File: src/sv/vumb_pkg.sv
// Shared types and constants of the VU meter ballistics block.
package vumb_pkg;

  // Fixed-point layout of the per-channel stages (Q17.16)
  localparam int unsigned VAL_W       = 33;
  localparam int unsigned FRAC_BITS   = 16;
  localparam int unsigned COEFF_W     = 20;
  localparam int unsigned COEFF_SHIFT = 24;
  localparam int unsigned CNT_W       = $clog2(COEFF_SHIFT);
  localparam int unsigned LEVEL_W     = 16;
  localparam int unsigned CHAN_W      = 6;
  localparam int unsigned GROUP       = 4;

  localparam logic [COEFF_W-1:0] COEFF_RESET = 20'd4223;
  localparam logic [LEVEL_W-1:0] UNITY_LEVEL = 16'h8000;
  localparam logic [1:0]         PHASE_LAST  = 2'(GROUP - 1);

  // Command codes carried in tuser
  typedef enum logic [1:0] {
    CMD_SAMPLE = 2'd0,
    CMD_READ   = 2'd1,
    CMD_CLEAR  = 2'd2
  } cmd_e;

  // Top-level sequencer
  typedef enum logic [3:0] {
    ST_IDLE,
    ST_LOAD,
    ST_RECT,
    ST_ABS,
    ST_FAST,
    ST_SLOW_GO,
    ST_SLOW,
    ST_PEAK,
    ST_WRITE,
    ST_RD_ISSUE,
    ST_RD_WAIT
  } st_e;

  // Serial approach unit sequencer
  typedef enum logic [2:0] {
    AP_IDLE,
    AP_DIFF,
    AP_ABS,
    AP_MUL,
    AP_SUM
  } ap_st_e;

  // One channel's stored state
  typedef struct packed {
    logic [1:0]       phase;
    logic [VAL_W-1:0] peak;
    logic [VAL_W-1:0] slow;
    logic [VAL_W-1:0] fast;
  } ch_state_t;

  // Request to the approach unit
  typedef struct packed {
    logic                   start;
    logic [VAL_W-1:0]       cur;
    logic [VAL_W-1:0]       target;
    logic [COEFF_SHIFT-1:0] coeff;
  } appr_req_t;

  // Status from the approach unit
  typedef struct packed {
    logic             busy;
    logic             done;
    logic [VAL_W-1:0] result;
  } appr_rsp_t;

endpackage

File: src/sv/vu_meter_ballistics.sv
// A sample passes load, rectify and the fast smoother; every fourth per channel also
// passes the slow smoother and peak update. A read gives CHANNELS results in order,
// waiting while the output stalls. A clear or an ignored item is done on acceptance;
// one item is worked on at a time; the approach unit has a 24-step serial multiply.
// Reset is asynchronous, active low: all channels read as zero, coefficient 4223.
module vu_meter_ballistics
  import vumb_pkg::*;
#(
  parameter int unsigned CHANNELS = 8
) (
  input  logic         clk_i,
  input  logic         rst_ni,
  // configuration write
  input  logic         cfg_valid_i,
  output logic         cfg_ready_o,
  input  logic [19:0]  cfg_data_i,     // smooth_coeff
  // input items
  input  logic         s_axis_tvalid,
  output logic         s_axis_tready,
  input  logic [23:0]  s_axis_tdata,   // [5:0] channel, [21:6] sample, [23:22] zero
  input  logic [1:0]   s_axis_tuser,   // [1:0] cmd
  // result items
  output logic         m_axis_tvalid,
  input  logic         m_axis_tready,
  output logic [23:0]  m_axis_tdata,   // [5:0] out_channel, [21:6] level, [23:22] zero
  output logic         m_axis_tlast    // last
);

  localparam int unsigned CH_W = (CHANNELS > 1) ? $clog2(CHANNELS) : 1;

  st_e state_q, state_d;

  logic [COEFF_W-1:0]  coeff_q;
  logic [CHANNELS-1:0] valid_q;
  logic [CHANNELS-1:0] rearm_q;
  logic [CH_W-1:0]     ch_q;
  logic [CH_W-1:0]     idx_q;
  logic [15:0]         samp_q;
  logic [VAL_W-1:0]    fast_q;
  logic [VAL_W-1:0]    slow_q;
  logic [VAL_W-1:0]    peak_q;
  logic [1:0]          phase_q;
  logic [VAL_W+1:0]    diff_q;
  logic [VAL_W+1:0]    diff_neg;

  logic                out_valid_q;
  logic [CHAN_W-1:0]   out_ch_q;
  logic [LEVEL_W-1:0]  out_lvl_q;
  logic                out_last_q;

  logic                in_acc;
  logic                in_range;
  logic [CH_W-1:0]     in_ch;
  logic                ram_we;
  logic                ram_re;
  logic [CH_W-1:0]     ram_raddr;
  ch_state_t           ram_rdata;
  ch_state_t           ram_wdata;
  ch_state_t           entry;
  appr_req_t           ap_req;
  appr_rsp_t           ap_rsp;
  logic                out_free;
  logic                rd_last;
  logic [VAL_W-1:0]    rd_peak;
  logic [VAL_W-FRAC_BITS-1:0] rd_int;
  logic [LEVEL_W-1:0]  rd_level;

  assign in_acc   = s_axis_tvalid && s_axis_tready;
  assign in_range = ({1'b0, s_axis_tdata[5:0]} < 7'(CHANNELS));
  assign in_ch    = s_axis_tdata[CH_W-1:0];
  assign out_free = !out_valid_q || m_axis_tready;
  assign rd_last  = (idx_q == CH_W'(CHANNELS - 1));
  assign diff_neg = (VAL_W+2)'(~diff_q + (VAL_W+2)'(1));

  // Stored entry as seen after clear and rearm
  always_comb begin
    entry = valid_q[ch_q] ? ram_rdata : '0;
    if (rearm_q[ch_q]) begin
      entry.peak = '0;
    end
  end

  // Level of the channel being read: integer part, saturated at unity
  assign rd_peak  = valid_q[idx_q] ? ram_rdata.peak : '0;
  assign rd_int   = rd_peak[VAL_W-1:FRAC_BITS];
  assign rd_level = (rd_int > (VAL_W-FRAC_BITS)'(UNITY_LEVEL)) ? UNITY_LEVEL
                                                             : rd_int[LEVEL_W-1:0];

  assign ram_wdata = '{phase: phase_q, peak: peak_q, slow: slow_q, fast: fast_q};

  // Next state
  always_comb begin
    state_d = state_q;
    unique case (state_q)
      ST_IDLE: begin
        if (in_acc) begin
          if (s_axis_tuser == CMD_SAMPLE && in_range) state_d = ST_LOAD;
          else if (s_axis_tuser == CMD_READ)          state_d = ST_RD_ISSUE;
        end
      end
      ST_LOAD:     state_d = ST_RECT;
      ST_RECT:     state_d = ST_ABS;
      ST_ABS:      state_d = ST_FAST;
      ST_FAST: begin
        if (ap_rsp.done) state_d = (phase_q == PHASE_LAST) ? ST_SLOW_GO : ST_WRITE;
      end
      ST_SLOW_GO:  state_d = ST_SLOW;
      ST_SLOW:     if (ap_rsp.done) state_d = ST_PEAK;
      ST_PEAK:     state_d = ST_WRITE;
      ST_WRITE:    state_d = ST_IDLE;
      ST_RD_ISSUE: state_d = ST_RD_WAIT;
      ST_RD_WAIT: begin
        if (out_free) state_d = rd_last ? ST_IDLE : ST_RD_ISSUE;
      end
      default:     state_d = ST_IDLE;
    endcase
  end

  // Control outputs
  always_comb begin
    s_axis_tready = 1'b0;
    ram_re        = 1'b0;
    ram_we        = 1'b0;
    ram_raddr     = idx_q;
    ap_req.start  = 1'b0;
    ap_req.cur    = slow_q;
    ap_req.target = fast_q;
    ap_req.coeff  = {2'b00, coeff_q, 2'b00};
    unique case (state_q)
      ST_IDLE: begin
        s_axis_tready = 1'b1;
        ram_re        = 1'b1;
        ram_raddr     = in_ch;
      end
      ST_ABS: begin
        ap_req.start  = 1'b1;
        ap_req.cur    = fast_q;
        ap_req.target = diff_q[VAL_W+1] ? diff_neg[VAL_W-1:0] : diff_q[VAL_W-1:0];
        ap_req.coeff  = {4'b0000, coeff_q};
      end
      ST_SLOW_GO:  ap_req.start = 1'b1;
      ST_WRITE:    ram_we = 1'b1;
      ST_RD_ISSUE: ram_re = 1'b1;
      default: begin
      end
    endcase
  end

  assign cfg_ready_o = 1'b1;

  always_ff @(posedge clk_i or negedge rst_ni) begin
    if (!rst_ni) begin
      state_q <= ST_IDLE;
    end else begin
      state_q <= state_d;
    end
  end

  // Hold the coefficient
  always_ff @(posedge clk_i or negedge rst_ni) begin
    if (!rst_ni) begin
      coeff_q <= COEFF_RESET;
    end else if (cfg_valid_i && cfg_ready_o) begin
      coeff_q <= cfg_data_i;
    end
  end

  // Track written channels and pending rearms
  always_ff @(posedge clk_i or negedge rst_ni) begin
    if (!rst_ni) begin
      valid_q <= '0;
      rearm_q <= '0;
      idx_q   <= '0;
    end else begin
      if (in_acc && s_axis_tuser == CMD_CLEAR) begin
        valid_q <= '0;
        rearm_q <= '0;
      end
      if (state_q == ST_WRITE) begin
        valid_q[ch_q] <= 1'b1;
        rearm_q[ch_q] <= 1'b0;
      end
      if (state_q == ST_RD_WAIT && out_free) begin
        idx_q <= rd_last ? '0 : idx_q + CH_W'(1);
        if (rd_last) rearm_q <= '1;
      end
    end
  end

  // Sample datapath
  always_ff @(posedge clk_i) begin
    unique case (state_q)
      ST_IDLE: begin
        ch_q   <= in_ch;
        samp_q <= s_axis_tdata[21:6];
      end
      ST_LOAD: begin
        fast_q  <= entry.fast;
        slow_q  <= entry.slow;
        peak_q  <= entry.peak;
        phase_q <= entry.phase;
      end
      ST_RECT: begin
        diff_q <= {{3{samp_q[15]}}, samp_q, 16'h0000} - {3'b000, slow_q[VAL_W-1:1]};
      end
      ST_FAST: begin
        if (ap_rsp.done) begin
          fast_q  <= ap_rsp.result;
          phase_q <= phase_q + 2'd1;
        end
      end
      ST_SLOW: begin
        if (ap_rsp.done) slow_q <= ap_rsp.result;
      end
      ST_PEAK: begin
        if (slow_q > peak_q) peak_q <= slow_q;
      end
      default: begin
      end
    endcase
  end

  // Output register
  always_ff @(posedge clk_i or negedge rst_ni) begin
    if (!rst_ni) begin
      out_valid_q <= 1'b0;
    end else if (state_q == ST_RD_WAIT && out_free) begin
      out_valid_q <= 1'b1;
    end else if (m_axis_tready) begin
      out_valid_q <= 1'b0;
    end
  end

  always_ff @(posedge clk_i) begin
    if (state_q == ST_RD_WAIT && out_free) begin
      out_ch_q   <= CHAN_W'(idx_q);
      out_lvl_q  <= rd_level;
      out_last_q <= rd_last;
    end
  end

  assign m_axis_tvalid = out_valid_q;
  assign m_axis_tdata  = {2'b00, out_lvl_q, out_ch_q};
  assign m_axis_tlast  = out_last_q;

  vumb_ram #(
    .WIDTH ($bits(ch_state_t)),
    .DEPTH (CHANNELS)
  ) u_state_ram (
    .clk_i   (clk_i),
    .we_i    (ram_we),
    .waddr_i (ch_q),
    .wdata_i (ram_wdata),
    .re_i    (ram_re),
    .raddr_i (ram_raddr),
    .rdata_o (ram_rdata)
  );

  vumb_approach u_approach (
    .clk_i  (clk_i),
    .rst_ni (rst_ni),
    .req_i  (ap_req),
    .rsp_o  (ap_rsp)
  );

`ifndef NO_ASSERTIONS
  a_ready_unit_idle : assert property (@(posedge clk_i) disable iff (!rst_ni)
    s_axis_tready |-> !ap_rsp.busy)
    else $error("input ready while approach unit busy");

  a_last_channel : assert property (@(posedge clk_i) disable iff (!rst_ni)
    (m_axis_tvalid && m_axis_tlast) |-> (m_axis_tdata[5:0] == 6'(CHANNELS - 1)))
    else $error("last flag on wrong channel");

  a_level_unity : assert property (@(posedge clk_i) disable iff (!rst_ni)
    m_axis_tvalid |-> (m_axis_tdata[21:6] <= UNITY_LEVEL))
    else $error("level above unity");

  a_clear_all : assert property (@(posedge clk_i) disable iff (!rst_ni)
    (in_acc && s_axis_tuser == CMD_CLEAR) |=> (valid_q == '0 && rearm_q == '0))
    else $error("clear left channel state");
`endif

endmodule

File: src/sv/vumb_ram.sv
// Generic single-port-write, registered-read RAM.
module vumb_ram #(
  parameter int unsigned WIDTH = 8,
  parameter int unsigned DEPTH = 8
) (
  input  logic                                 clk_i,
  input  logic                                 we_i,
  input  logic [(DEPTH > 1 ? $clog2(DEPTH) : 1)-1:0] waddr_i,
  input  logic [WIDTH-1:0]                     wdata_i,
  input  logic                                 re_i,
  input  logic [(DEPTH > 1 ? $clog2(DEPTH) : 1)-1:0] raddr_i,
  output logic [WIDTH-1:0]                     rdata_o
);

  logic [WIDTH-1:0] mem_q [DEPTH];
  logic [WIDTH-1:0] rdata_q;

  // Write one entry
  always_ff @(posedge clk_i) begin
    if (we_i) begin
      mem_q[waddr_i] <= wdata_i;
    end
  end

  // Register the read data
  always_ff @(posedge clk_i) begin
    if (re_i) begin
      rdata_q <= mem_q[raddr_i];
    end
  end

  assign rdata_o = rdata_q;

endmodule

File: src/sv/vumb_approach.sv
// Bit-serial smoother step: move cur toward target by coeff (Q0.24), truncated.
module vumb_approach
  import vumb_pkg::*;
(
  input  logic      clk_i,
  input  logic      rst_ni,
  input  appr_req_t req_i,
  output appr_rsp_t rsp_o
);

  ap_st_e state_q, state_d;

  logic [VAL_W-1:0]       cur_q;
  logic [VAL_W-1:0]       tgt_q;
  logic [COEFF_SHIFT-1:0] coef_q;
  logic [VAL_W:0]         diff_q;
  logic [VAL_W-1:0]       mag_q;
  logic [VAL_W-1:0]       acc_q;
  logic [CNT_W-1:0]       cnt_q;
  logic [VAL_W:0]         diff_neg;
  logic [VAL_W:0]         acc_sum;
  logic                   last_step;

  assign diff_neg  = (VAL_W+1)'(~diff_q + (VAL_W+1)'(1));
  assign acc_sum   = {1'b0, acc_q} + (coef_q[0] ? {1'b0, mag_q} : '0);
  assign last_step = (cnt_q == CNT_W'(COEFF_SHIFT - 1));

  // Next state
  always_comb begin
    state_d = state_q;
    unique case (state_q)
      AP_IDLE: if (req_i.start) state_d = AP_DIFF;
      AP_DIFF: state_d = AP_ABS;
      AP_ABS:  state_d = AP_MUL;
      AP_MUL:  if (last_step) state_d = AP_SUM;
      AP_SUM:  state_d = AP_IDLE;
      default: state_d = AP_IDLE;
    endcase
  end

  // Outputs
  always_comb begin
    rsp_o.busy   = (state_q != AP_IDLE);
    rsp_o.done   = (state_q == AP_SUM);
    rsp_o.result = diff_q[VAL_W] ? (cur_q - acc_q) : (cur_q + acc_q);
  end

  always_ff @(posedge clk_i or negedge rst_ni) begin
    if (!rst_ni) begin
      state_q <= AP_IDLE;
    end else begin
      state_q <= state_d;
    end
  end

  // Datapath: difference, magnitude, then one coefficient bit per cycle
  always_ff @(posedge clk_i) begin
    unique case (state_q)
      AP_IDLE: begin
        if (req_i.start) begin
          cur_q  <= req_i.cur;
          tgt_q  <= req_i.target;
          coef_q <= req_i.coeff;
        end
      end
      AP_DIFF: begin
        diff_q <= {1'b0, tgt_q} - {1'b0, cur_q};
      end
      AP_ABS: begin
        mag_q <= diff_q[VAL_W] ? diff_neg[VAL_W-1:0] : diff_q[VAL_W-1:0];
        acc_q <= '0;
        cnt_q <= '0;
      end
      AP_MUL: begin
        acc_q  <= acc_sum[VAL_W:1];
        coef_q <= coef_q >> 1;
        cnt_q  <= cnt_q + CNT_W'(1);
      end
      AP_SUM: begin
      end
      default: begin
      end
    endcase
  end

endmodule

File: config.mk
export PLATFORM = sky130hd
export DESIGN_NAME = vu_meter_ballistics
export DESIGN_NICKNAME = d
export VERILOG_FILES = /design/src/sv/vumb_pkg.sv /design/src/sv/vu_meter_ballistics.sv /design/src/sv/vumb_ram.sv /design/src/sv/vumb_approach.sv
export SDC_FILE = /design/constraint.sdc
export NUM_CORES = 2
export LEC_CHECK = 0
export BUFFER_PORTS_ARGS = -buffer_cell sky130_fd_sc_hd__buf_2
export CAP_MARGIN = 20
export CORE_AREA = 2 2 332 367
export DETAILED_ROUTE_END_ITERATION = 12
export DIE_AREA = 0 0 334 369
export PLACE_DENSITY = 0.65
export REMOVE_ABC_BUFFERS = 1
export SLEW_MARGIN = 5
export SYNTH_ARGS = -nofsm -noshare
export SYNTH_HDL_FRONTEND = slang
export SYNTH_HIERARCHICAL = 1
export SYNTH_SLANG_ARGS = --single-unit
File: constraint.sdc
create_clock -name clk_i -period 15.4 [get_ports clk_i]
set_input_delay 3.85 -clock clk_i [delete_from_list [all_inputs] [get_ports clk_i]]
set_output_delay 3.85 -clock clk_i [all_outputs]
set_load 0.02 [all_outputs]
# Word level (Yosys, flattened, before mapping)
# Memory sizes are Yosys's and may differ from the RTL's. A register that Yosys moved wholly into a read port is not among the register bits.
# Index checks and enable logic that the tools add are counted.
dict set report word_totals {
  word_cells 153
  n_memories 1
  out_inout_bits 28
  in_bits 51
  ramBits 808
  regBits 416
}
# name depth width rd rd_ports_with_merged_regs write_ports line_no
set memory_table {}
lappend memory_table {u_state_ram.mem_q 8 101 1 1 1 vumb_ram.sv:15} ;# logic [WIDTH-1:0] mem_q [DEPTH];
dict set report classes {
  n_eq_ne 27
  addsub 10
  magnitude_cmp 6
  muxes 55
  bitwise_logic 5
  reduce_logical 25
}
# operator n
set ops {}
lappend ops {{two-way mux 33 bit} 8}
lappend ops {{case mux 33 bit (2 select lines)} 4}
lappend ops {{two-way mux 101 bit} 1}
lappend ops {{two-way mux 90 bit} 1}
lappend ops {{adder 33 x 1 -> 33 bit, second input constant} 2}
lappend ops {{inverter 33 bit} 2}
lappend ops {{two-way mux 8 bit} 6}
lappend ops {{case mux 24 bit (2 select lines)} 1}
lappend ops {{case mux 4 bit (10 select lines)} 1}
lappend ops {{adder 33 x 34 -> 34 bit} 1}
lappend ops {{subtractor 32 x 33 -> 34 bit} 1}
lappend ops {{subtractor 33 x 33 -> 34 bit} 1}
lappend ops {{adder 33 bit} 1}
lappend ops {{> comparator 33 bit} 1}
lappend ops {{subtractor 33 bit} 1}
lappend ops {{two-way mux 4 bit} 8}
lappend ops {{two-way mux 24 bit} 1}
lappend ops {{> comparator 17 x 16 -> 1 bit, second input constant} 1}
lappend ops {{== test 4 x 3 -> 1 bit, second input constant} 4}
lappend ops {{== test 4 bit, second input constant} 3}
lappend ops {{two-way mux 1 bit} 12}
lappend ops {{two-way mux 3 bit} 4}
lappend ops {{!= test 2 bit, second input constant} 6}
lappend ops {{case mux 3 bit (4 select lines)} 1}
lappend ops {{other kinds (34)} 56}

# Depth between registers and ports, before layout
dict set report depth {
  ltp_word 9
  ltp_mapped 20
  ltp_nobuf 19
}

# Modules after synthesis
# Netlist, hierarchy kept.
# mod cells_per_inst area_each_um2 seq_area_each_um2 n_inst
set by_module_without_submodules {}
lappend by_module_without_submodules {vumb_ram 1281 33423.3 27296.2 1}
lappend by_module_without_submodules {vumb_approach 1298 13361.6 5930.7 1}
lappend by_module_without_submodules {vu_meter_ballistics 1297 12639.6 6336.1 1}

# Least setup slack after synthesis
# OpenSTA, ideal clock, no wires.
dict set report synth_timing {
  path_kind {reg2reg}
  from {register, netlist name state_q[3]}
  to {memory u_state_ram/mem_q[4][0] (netlist name) (enable)}
  setup_ps 684
  setup_slack_ps 6631
  path_stages_with_launch 6
  t_arrival_ps 8085
  n_path_buf 1
  t_required_ps 14716
  period_less_slack_ps 8769
  cell_sequence {dfrtp_1 clkbuf_1 nor2b_1 nor3b_1 nand2_1 nor3_1}
}
# element line_no
set synth_rtl {}
lappend synth_rtl {{end, declared} vumb_ram.sv:15}

==> metrics <==
Net Sw Frac=between 15 and 20%; outcome=finished, final reports clean; multi-input logic area=18800 sq um; die width=~330 um; Iteration-0 DRC Markers=between 2000 and 3000; clk_skew=~0.032 ns; CTS tree=yes; max-cap violations=0; Min-Delay Path Class=flip-flop to flip-flop; Synth Cell Area=around 59000 sq um; TritonCTS Sinks=around 1300; critical path data required time=11.55 ns; storage element area=a little under 40000 sq um; hold depth=2; CTS Buffer Depth=3; cell count after synthesis=about 3900; worst-path maximum fanout=26; post-cts sizing count=0; first-pass detailed-route iteration total=5; layout cells sized above 1=about a fifth; Seq/Total Area, Yosys=between 60% and 70%; total setup buffers inserted after CTS=0; count of cell types in the netlist=107; CTS H-tree depth=4; WP data arrival=approximately 2.4 ns; vias in the first global route=32900; DR DRC count=0; TNS Setup=0 ns; Avg Cell Area, Syn=15.3 sq um; Detail Placement HPWL=~80000 um; Worst-Margin Slew=approximately 1.1 ns; I/O pins=79; Final Net Count=about 4200; pins over their slew limit=0; first-pass GRT wire length=between 200000 and 250000 um; core area=between 100000 and 150000 sq um; Top FF cell, synth=edfxtp_1; critical path startpoint category=flip-flop; die area=between 100000 and 150000 sq um; clock group share of total power=45.2%; hold slack=roughly 0.5 ns; CP startpoint=state_q[1]; r2r setup slk=approximately 10 ns; Peak Freq=161 MHz; final setup fails=0; Critical-path top delay cell=dfrtp_1; Placer Congestion=0.898; relative slew slack=28.6%; row cnt=133; top-area cell type share of the netlist area=between 60% and 70%; Yosys reg bits=1325; Clock transition at path regs=0.06 ns; cell family with most CP delay=buffers and inverters; via total after detailed routing=about 33000; Logic pwr share=0.4%; Hold Crit Start=valid_q[6]; Total Wirelength=131000 um; Fill cells=between 9000 and 10000; drt wl/cell=between 20 and 25 um; synthesis-to-finish area growth=11.2%; CTS Hold Bufs=0; Yosys warnings=6; ANT nets after route=0; antenna violations before repair=1; Reg2Reg Launch Point=state_q[3]; Global Route Usage Sum=a little over a fifth; Seq pwr share=between 50% and 60%; final worst path period share=40.2%; pwr dens=between 100 and 150 nW/um^2; Skew-Pair Late Insertion Delay=between 0.7 and 0.8 ns; Buffers & Inverters on Critical Path=2; Root Driver=clkbuf_16; crit path capture type=primary output; total inserted antenna cells=0; Critical Path, Cell by Cell=nor4_4 -> buf_4 -> buf_2; WS Path Type=flip-flop to primary output; Num CTS Buffers=140; Max rail drop VDD=approximately 0.092 mV; Synth top cells by count=edfxtp_1 (1278), nand2_1 (489), mux4_2 (208), o21ai_0 (186), ha_1 (155); gr ovfl total=0; RSZ-0062 raised after global routing=no; ys async rst share=roughly 3.5%; Post-synth EDFFs=around 1300; Crit path largest cell delay=0.58 ns; Avg Vias per Cell=5.82; WP depth=3; sw power=1400 uW; clock period minus worst slack=6.20 ns; endpoints failing hold=0; count leader, synth=edfxtp_1; worst r2r path cells=6; pin count of the biggest net entering global routing=between 100 and 150; Internal Pwr Total=5780 uW; die height=369 um; I/O Buffers=70; Area contributors post-synth=edfxtp_1 (65%), mux4_2 (7.9%), ha_1 (3.3%); dominant cell type by area after synthesis=edfxtp_1; Initial Util=between 40% and 50%; Leak=0.0224 uW
kinds of logic after synthesis:
group,Yosys count,synth area share [%]
flops,1325,66.6
simple gates,950,7.55
compound gates,606,6.83
mux,341,10.4
buf+inv,280,2.10
xor+xnor,214,3.17
fa+ha+maj,158,3.36
other cells,2,0.0126
state kept, by name, summed over array words and instances, names as in the netlist, 5 cells and up:
register,flops
valid_q,8
u_approach/diff_q,34
u_approach/cnt_q,5
diff_q,34
peak_q,33
u_approach/cur_q,33
u_state_ram/rdata_o,101
u_approach/mag_q,33
rearm_q,8
out_lvl_q,16
u_state_ram/mem_q,808
u_approach/acc_q,33
u_approach/tgt_q,33
fast_q,33
u_approach/coef_q,24
coeff_q,20
samp_q,16
slow_q,33
layout make-up:
type	count	share of cell area, %
Sequential cell	1325	59.9
Clock buffer	168	5.51
Clock inverter	86	1.19
Multi-Input combinational cell	2277	28.5
Inverter	120	0.682
Timing Repair Buffer	130	1.32
Tap cell	1552	2.94
cells in the final DEF (no fill, tap or decap), types with 25 or more instances in the layout:
cell type	count
a21o_1	66
a21oi_1	141
a22o_1	33
and2_1	62
buf_2	70
buf_4	55
clkbuf_1	26
clkbuf_16	141
clkinv_1	25
clkinv_2	32
dfrtp_1	39
edfxtp_1	1278
ha_1	155
inv_1	120
mux2_2	125
mux4_2	208
nand2_1	488
nand3_1	36
nor2_1	124
nor3_1	39
o21ai_0	185
xnor2_1	150
xor2_1	63
worst paths after layout:
| kind | to |
|---|---|
| setup / recovery | s_axis_tready |
| hold / removal | valid_q[6] |
| setup reg to reg | u_state_ram/mem_q[0][12] |
| hold reg to reg | valid_q[6] |
| max in group asynchronous | rearm_q[0] |
| min in group asynchronous | coeff_q[16] |
worst min-delay path, stage by stage, from the launching register on:
cell and delay [ns]:
dfrtp_1 0.35, nand2_1 0.05, nand2_1 0.06
power groups by stage:
stage	clock network (uW)	logic [uW]	registers, uW
after global placement	0	29.4	3980
final	3250	29.3	3910
after CTS	3320	29.9	3900
after detailed placement	0	29.8	3980
after global routing	3450	33.7	3900
after floorplan	0	15.0	3980
per-layer routing:
metal	GRT usage (%)	routed length, um	vias up
li1	-	-	15100
met1	31.0	58800	16700
met2	34.4	61900	949
met3	3.05	7570	173
met4	5.60	2620	2
met5	0	13	-
per-stage QoR:
stage	utilization, %	power, uW	instances	setup slack [ns]	cell area (sq um)
6_report	55.5	7180	5658	9.20	66100
2_1_floorplan	-	3990	3722	5.91	58600
5_1_grt	55.5	7390	5658	9.07	66100
3_3_place_gp	51.7	4010	5403	8.65	61600
4_1_cts	55.4	7250	5657	9.14	66100
3_5_place_dp	51.7	4010	5403	8.62	61600
Power figures use the tool's default switching activity.
